<file path="src/sv/esf_pkg.sv">
// ----------------------------------------------------------------------------
// esf_pkg: shared types and constants of the escape stuffing framer
// Byte constants, mode codes and the frame descriptor that travels from the
// classifier to the byte sequencer.
// ----------------------------------------------------------------------------
`default_nettype none

package esf_pkg;

  localparam logic [7:0] CR_BYTE   = 8'h0D;
  localparam logic [7:0] LF_BYTE   = 8'h0A;
  localparam logic [7:0] ESC_RESET = 8'd27;

  // most framed bytes one message byte can cause
  localparam int MAX_BYTES = 4;
  localparam int IDX_W     = $clog2(MAX_BYTES);
  localparam int CNT_W     = $clog2(MAX_BYTES + 1);

  // default depth of the descriptor queue
  localparam int QUEUE_DEPTH = 2;

  typedef enum logic [1:0] {
    MODE_TEXT    = 2'd0,
    MODE_BIN     = 2'd1,
    MODE_BIN_LEN = 2'd2
  } mode_e;

  typedef struct packed {
    logic [CNT_W-1:0]               count;
    logic [MAX_BYTES-1:0][7:0]      bytes;
  } desc_t;

endpackage

`default_nettype wire

</file>
<file path="src/sv/esf_front.sv">
// ----------------------------------------------------------------------------
// esf_front: item classifier
// Holds the escape register, expands each accepted item into a descriptor of
// up to four framed bytes and pushes it to the queue. Empty results are dropped.
// ----------------------------------------------------------------------------
`default_nettype none

module esf_front (
  input  logic                 clk_i,
  input  logic                 rst_ni,
  input  logic                 in_valid_i,
  output logic                 in_stall_o,
  input  logic [1:0]           mode_i,
  input  logic [7:0]           data_byte_i,
  input  logic                 is_first_i,
  input  logic                 is_last_i,
  input  logic                 drop_zeros_i,
  input  logic                 append_crlf_i,
  input  logic [7:0]           message_length_i,
  input  logic                 cfg_we_i,
  input  logic [7:0]           cfg_wdata_i,
  input  logic                 q_full_i,
  output logic                 q_push_o,
  output esf_pkg::desc_t       q_desc_o
);
  import esf_pkg::*;

  logic [7:0]      esc_q;
  logic [CNT_W-1:0] cnt;
  logic [MAX_BYTES-1:0][7:0] bytes;
  logic            keep;
  logic            crlf_en;
  logic            is_esc;

  always_ff @(posedge clk_i or negedge rst_ni) begin
    if (!rst_ni) begin
      esc_q <= ESC_RESET;
    end else if (cfg_we_i) begin
      esc_q <= cfg_wdata_i;
    end
  end

  always_comb begin
    cnt     = '0;
    bytes   = '0;
    keep    = (data_byte_i != 8'd0) || !drop_zeros_i;
    crlf_en = is_last_i && append_crlf_i;
    is_esc  = (data_byte_i == esc_q);
    case (mode_e'(mode_i))
      MODE_TEXT: begin
        if (keep) begin
          bytes[0] = data_byte_i;
          cnt      = CNT_W'(1);
        end
        if (crlf_en) begin
          bytes[cnt[IDX_W-1:0]]          = CR_BYTE;
          bytes[cnt[IDX_W-1:0] + 1'b1]   = LF_BYTE;
          cnt                            = cnt + CNT_W'(2);
        end
      end
      MODE_BIN, MODE_BIN_LEN: begin
        if (is_first_i) begin
          bytes[0] = esc_q;
          cnt      = CNT_W'(1);
          if (mode_e'(mode_i) == MODE_BIN_LEN) begin
            bytes[1] = message_length_i;
            cnt      = CNT_W'(2);
          end
        end
        bytes[cnt[IDX_W-1:0]] = data_byte_i;
        cnt                   = cnt + CNT_W'(1);
        // double a data byte that collides with the escape
        if (is_esc) begin
          bytes[cnt[IDX_W-1:0]] = data_byte_i;
          cnt                   = cnt + CNT_W'(1);
        end
      end
      default: begin
        cnt = '0;
      end
    endcase
  end

  assign in_stall_o     = q_full_i;
  assign q_push_o       = in_valid_i && !q_full_i && (cnt != '0);
  assign q_desc_o.count = cnt;
  assign q_desc_o.bytes = bytes;

endmodule

`default_nettype wire

</file>
<file path="src/sv/esf_queue.sv">
// ----------------------------------------------------------------------------
// esf_queue: descriptor queue
// Short FIFO between classifier and sequencer so each side stalls on its own.
// ----------------------------------------------------------------------------
`default_nettype none

module esf_queue #(
  parameter int DEPTH = esf_pkg::QUEUE_DEPTH
) (
  input  logic            clk_i,
  input  logic            rst_ni,
  input  logic            push_i,
  input  esf_pkg::desc_t  push_desc_i,
  output logic            full_o,
  input  logic            pop_i,
  output esf_pkg::desc_t  head_o,
  output logic            empty_o
);
  import esf_pkg::*;

  localparam int PTR_W = (DEPTH > 1) ? $clog2(DEPTH) : 1;
  localparam int LVL_W = $clog2(DEPTH + 1);
  localparam logic [PTR_W-1:0] LAST_PTR = PTR_W'(DEPTH - 1);

  desc_t            mem [DEPTH];
  logic [PTR_W-1:0] wr_ptr_q, wr_ptr_d;
  logic [PTR_W-1:0] rd_ptr_q, rd_ptr_d;
  logic [LVL_W-1:0] level_q, level_d;
  logic             do_push;
  logic             do_pop;

  assign full_o  = (level_q == LVL_W'(DEPTH));
  assign empty_o = (level_q == '0);
  assign do_push = push_i && !full_o;
  assign do_pop  = pop_i && !empty_o;
  assign head_o  = mem[rd_ptr_q];

  always_comb begin
    wr_ptr_d = wr_ptr_q;
    rd_ptr_d = rd_ptr_q;
    level_d  = level_q;
    if (do_push) begin
      wr_ptr_d = (wr_ptr_q == LAST_PTR) ? '0 : wr_ptr_q + 1'b1;
    end
    if (do_pop) begin
      rd_ptr_d = (rd_ptr_q == LAST_PTR) ? '0 : rd_ptr_q + 1'b1;
    end
    if (do_push && !do_pop) begin
      level_d = level_q + 1'b1;
    end else if (do_pop && !do_push) begin
      level_d = level_q - 1'b1;
    end
  end

  always_ff @(posedge clk_i or negedge rst_ni) begin
    if (!rst_ni) begin
      wr_ptr_q <= '0;
      rd_ptr_q <= '0;
      level_q  <= '0;
    end else begin
      wr_ptr_q <= wr_ptr_d;
      rd_ptr_q <= rd_ptr_d;
      level_q  <= level_d;
    end
  end

  always_ff @(posedge clk_i) begin
    if (do_push) begin
      mem[wr_ptr_q] <= push_desc_i;
    end
  end

endmodule

`default_nettype wire

</file>
<file path="src/sv/esf_back.sv">
// ----------------------------------------------------------------------------
// esf_back: byte sequencer
// Walks the head descriptor one byte per cycle, while the output is not stalled,
// into the output register and pops it after its last byte.
// ----------------------------------------------------------------------------
`default_nettype none

module esf_back (
  input  logic            clk_i,
  input  logic            rst_ni,
  input  esf_pkg::desc_t  head_i,
  input  logic            empty_i,
  output logic            pop_o,
  output logic            out_valid_o,
  input  logic            out_stall_i,
  output logic [7:0]      out_byte_o,
  output logic            out_last_o
);
  import esf_pkg::*;

  logic [IDX_W-1:0] idx_q;
  logic             out_valid_q;
  logic [7:0]       out_byte_q;
  logic             out_last_q;
  logic             advance;
  logic             take;
  logic             final_byte;

  assign advance    = !out_valid_q || !out_stall_i;
  assign take       = advance && !empty_i;
  assign final_byte = ({1'b0, idx_q} + CNT_W'(1)) == head_i.count;
  assign pop_o      = take && final_byte;

  always_ff @(posedge clk_i or negedge rst_ni) begin
    if (!rst_ni) begin
      idx_q       <= '0;
      out_valid_q <= 1'b0;
    end else if (advance) begin
      out_valid_q <= !empty_i;
      if (take) begin
        idx_q <= final_byte ? '0 : idx_q + 1'b1;
      end
    end
  end

  always_ff @(posedge clk_i) begin
    if (take) begin
      out_byte_q <= head_i.bytes[idx_q];
      out_last_q <= final_byte;
    end
  end

  assign out_valid_o = out_valid_q;
  assign out_byte_o  = out_byte_q;
  assign out_last_o  = out_last_q;

endmodule

`default_nettype wire

</file>
<file path="src/sv/escape_stuffing_tx_framer.sv">
// Path: an accepted item is written into the queue, and the output register then
//   loads its first framed byte from the queue head once the output is not stalled.
// Throughput: one item a cycle while the queue has room; output runs at one
//   byte a cycle while not stalled, each pushed item giving 1 to 4 framed bytes.
// Reset: asynchronous, clears queue and output valid, escape register to 27.
// ----------------------------------------------------------------------------
// escape_stuffing_tx_framer: escape byte stuffing transmit framer
// Classifier front, descriptor queue, byte sequencer back.
// ----------------------------------------------------------------------------
`default_nettype none

module escape_stuffing_tx_framer #(
  parameter int QUEUE_DEPTH = esf_pkg::QUEUE_DEPTH
) (
  input  logic        clk_i,
  input  logic        rst_ni,
  input  logic        in_valid_i,
  output logic        in_stall_o,
  input  logic [1:0]  mode_i,
  input  logic [7:0]  data_byte_i,
  input  logic        is_first_i,
  input  logic        is_last_i,
  input  logic        drop_zeros_i,
  input  logic        append_crlf_i,
  input  logic [7:0]  message_length_i,
  input  logic        cfg_we_i,
  input  logic [7:0]  cfg_wdata_i,
  output logic        out_valid_o,
  input  logic        out_stall_i,
  output logic [7:0]  out_byte_o,
  output logic        out_last_o
);
  import esf_pkg::*;

  desc_t push_desc;
  desc_t head_desc;
  logic  q_push;
  logic  q_full;
  logic  q_pop;
  logic  q_empty;

  esf_front u_front (
    .clk_i            (clk_i),
    .rst_ni           (rst_ni),
    .in_valid_i       (in_valid_i),
    .in_stall_o       (in_stall_o),
    .mode_i           (mode_i),
    .data_byte_i      (data_byte_i),
    .is_first_i       (is_first_i),
    .is_last_i        (is_last_i),
    .drop_zeros_i     (drop_zeros_i),
    .append_crlf_i    (append_crlf_i),
    .message_length_i (message_length_i),
    .cfg_we_i         (cfg_we_i),
    .cfg_wdata_i      (cfg_wdata_i),
    .q_full_i         (q_full),
    .q_push_o         (q_push),
    .q_desc_o         (push_desc)
  );

  esf_queue #(
    .DEPTH (QUEUE_DEPTH)
  ) u_queue (
    .clk_i       (clk_i),
    .rst_ni      (rst_ni),
    .push_i      (q_push),
    .push_desc_i (push_desc),
    .full_o      (q_full),
    .pop_i       (q_pop),
    .head_o      (head_desc),
    .empty_o     (q_empty)
  );

  esf_back u_back (
    .clk_i       (clk_i),
    .rst_ni      (rst_ni),
    .head_i      (head_desc),
    .empty_i     (q_empty),
    .pop_o       (q_pop),
    .out_valid_o (out_valid_o),
    .out_stall_i (out_stall_i),
    .out_byte_o  (out_byte_o),
    .out_last_o  (out_last_o)
  );

endmodule

`default_nettype wire

</file>
<file path="config.mk">
export PLATFORM = sky130hd
export DESIGN_NAME = escape_stuffing_tx_framer
export DESIGN_NICKNAME = d
export VERILOG_FILES = /design/src/sv/esf_pkg.sv /design/src/sv/esf_front.sv /design/src/sv/esf_queue.sv /design/src/sv/esf_back.sv /design/src/sv/escape_stuffing_tx_framer.sv
export SDC_FILE = /design/constraint.sdc
export NUM_CORES = 1
export LEC_CHECK = 0
export BUFFER_PORTS_ARGS = -buffer_cell sky130_fd_sc_hd__buf_2
export CORE_MARGIN = 4
export CORE_UTILIZATION = 45
export DETAILED_ROUTE_END_ITERATION = 6
export PLACE_DENSITY = 0.62
export SLEW_MARGIN = 10
export SYNTH_ARGS = -nofsm -noshare
export SYNTH_HDL_FRONTEND = slang
export SYNTH_SLANG_ARGS = --single-unit
export TNS_END_PERCENT = 5
</file>
<file path="constraint.sdc">
create_clock -name clk_i -period 3.45 [get_ports clk_i]
set_clock_uncertainty 0.2 [all_clocks]
set_input_delay 0.345 -clock clk_i [delete_from_list [all_inputs] [get_ports clk_i]]
set_output_delay 0.345 -clock clk_i [all_outputs]
set_load 0.03 [all_outputs]
</file>
==> impl_metrics.yaml <==
cts:
  htree_levels: 3
  cts_tree: "done"
  cts-root-buf: "clkbuf_8"
  cts.path.max_buffers: 2
  clk_pin_slew_ns: 0.10
  cts_resized: 0
  clock_latency_ns: 0.36
  cts_sinks: 94
  cts_setup_buffers: 0
  hold_buffers: 7
  cts_made_buffers: 9
yosys:
  ys_seq_elements: 94
  synth_top_area_frac: 0.5402
  synth_edf_count: 79
  synth_common_cells: "edfxtp_1 (79), nand2_1 (39), mux4_2 (16)"
  yosysTopAreaCell: "edfxtp_1"
  ys.warnings.count: 0
  synth_seq_area_share: 0.6268
  syn_avg_cell_area_um2: 14.45
  syn_area_um2: 4392
  synthArstFlopShare: 0.1596
  synth_area_leaders: "edfxtp_1 (54%), mux4_2 (8.2%), dfrtp_1 (6.3%), nand2_1 (3.3%), mux2_2 (2.8%)"
  synth_flop_cell: "edfxtp_1"
  ys_types: 54
  yosysMostFrequentCell: "edfxtp_1"
  syn_inst: 304
  synthesis.nets: 344
sta:
  timing.final.crit_share: 0.7586
  rsz0062_at_grt: "no"
  setup_tns_ns: 0
  worst_pin_slew_ns: 0.6422
  finalHoldViolCount: 0
  slew_viol_final: 0
  max_freq_ghz: 0.3821
  fin_crit_ns: 2.617
  setup_ws_ns: 0.8328
  setup_violations: 0
  maxSlewHeadroom: 0.5679
worst_setup_path:
  cp.arrival_ns: 2.71
  endpoint_kind: "flop"
  critical_path_peak_fanout: 10
  crit_required_ns: 3.54
  path_class: "reg -> reg"
  startpoint_type: "flop"
  regToRegSetupSlack_ns: 0.83
floorplan:
  fp.dieW_um: 106.8
  floorplan.initialDensity: 0.4686
  ios: 46
  die_h_um: 106.8
  num_rows: 35
  die_area_um2: 11400
  core_um2: 9371
global_route:
  grt-ovfl-total: 0
  first_global_vias: 2778
  grt_max_degree: 36
  antenna_found_initial: 0
  track_usage: 0.1728
  grt_pass1_wl_um: 15060
power:
  leakagePower_nw: 1.913
  p_per_area_nw_per_um2: 668.9
  peakVddDrop_v: 0.0003287
routing:
  first_iter_violations: 149
  viasPerCell: 5.480
  vias: 2707
  route.detailed.drc: 0
  wl_um: 9318
  ant_nets: 0
  post_drt_wl_per_cell_um: 18.86
  first_pass_iters: 4
finish:
  diodes: 0
  area_growth_pct: 14.30
  fin_nets: 400
  final_util: 0.5356
  fin_cells: 494
  fill_cells: 827
  drive_above_1_share: 0.3014
placed_design:
  place.gp.congestion: 0.8382
  dp_hpwl_um: 6750
  dp.cells: 471
  io_buffers: 45
  place_ws_ns: 0.8070
min_path:
  hold_class: "in -> reg"
job:
  max-cap-violations: 0
status:
  outcome: "completed"
[area by class of cell]
class / instances / area [µm²] / area share
Timing Repair Buffer: 58 / 340.3 / 0.06780
Clock inverter: 7 / 63.81 / 0.01271
Tap cell: 129 / 161.4 / 0.03215
Multi-Input combinational cell: 186 / 1536 / 0.3061
Inverter: 11 / 41.29 / 0.008225
Clock buffer: 9 / 123.9 / 0.02468
Sequential cell: 94 / 2753 / 0.5484
[report_power, final]
part	internal (mW)	total, mW	leakage [nW]	switching [mW]
logic	0.444	1.05	0.877	0.609
clock network	0.280	0.704	0.0907	0.424
registers	1.48	1.60	0.945	0.116
[registers in the layout, summed over array words and instances (netlist names)]
signal,flops
u_back.out_byte_o,8
u_back.idx_q,2
u_queue.mem,70
u_back.out_valid_o,1
u_queue.rd_ptr_q,1
u_front.esc_q,8
u_back.out_last_o,1
u_queue.level_q,2
u_queue.wr_ptr_q,1
[critical path, stage by stage, from the launching register on]
cell,delay [ns]
dfrtp_1,0.72
mux2i_1,0.28
xnor2_1,0.11
or4_4,0.56
ha_1,0.23
xor2_1,0.14
nor2_1,0.13
xor2_1,0.17
[worst paths after layout]
| path | endpoint | depth (start not counted) | startpoint |
|---|---|---|---|
| worst max-delay path | u_queue.level_q[1] | 7 | u_queue.rd_ptr_q |
| worst min-delay path | u_front.esc_q[1] | 2 | cfg_wdata_i[1] |
| worst max register to register | u_queue.level_q[1] | 7 | u_queue.rd_ptr_q |
| worst min register to register | u_back.out_valid_o | 2 | u_back.out_valid_o |
| max in group asynchronous | u_front.esc_q[1] | 2 | rst_ni |
| min in group asynchronous | u_queue.wr_ptr_q | 2 | rst_ni |
[through the flow]
stage | instance area [µm²] | hold WS, ns | power, mW
finish | 5020 | 0.01280 | 3.358
global route | 5020 | 0.001813 | 3.556
CTS | 5020 | 0.002325 | 3.397
detailed placement | 4762 | 0.08149 | 2.696
global placement | 4762 | 0.07866 | 2.677
floorplan | 4392 | -0.1506 | 2.408
[metal layers]
layer	up-vias	part of all wire	GRT usage
li1	1260	-	-
met5	-	0	0
met4	0	0.0097	0.04384
met3	10	0.048	0.03432
met2	84	0.49	0.2869
met1	1353	0.45	0.2347
[cell usage in the layout (no fill, tap or decap), types with 10 or more instances in the layout]
cell	netlist	final
and2_1	10	10
o21ai_0	11	11
buf_2	3	45
mux2_2	11	11
dfrtp_1	11	11
inv_1	10	10
nand2_1	39	39
edfxtp_1	79	79
mux4_2	16	16
xor2_1	11	11
[cell families (layout without fill, tap and decap cells)]
group,Yosys count,in the layout,synth area share
buf+inv,24,85,0.02393
xor+xnor,16,16,0.03362
fa+ha+maj,5,5,0.01425
compound gates,44,44,0.06838
flops,94,94,0.6268
mux,31,31,0.1194
simple gates,90,90,0.1137
Power figures use the tool's default switching activity.
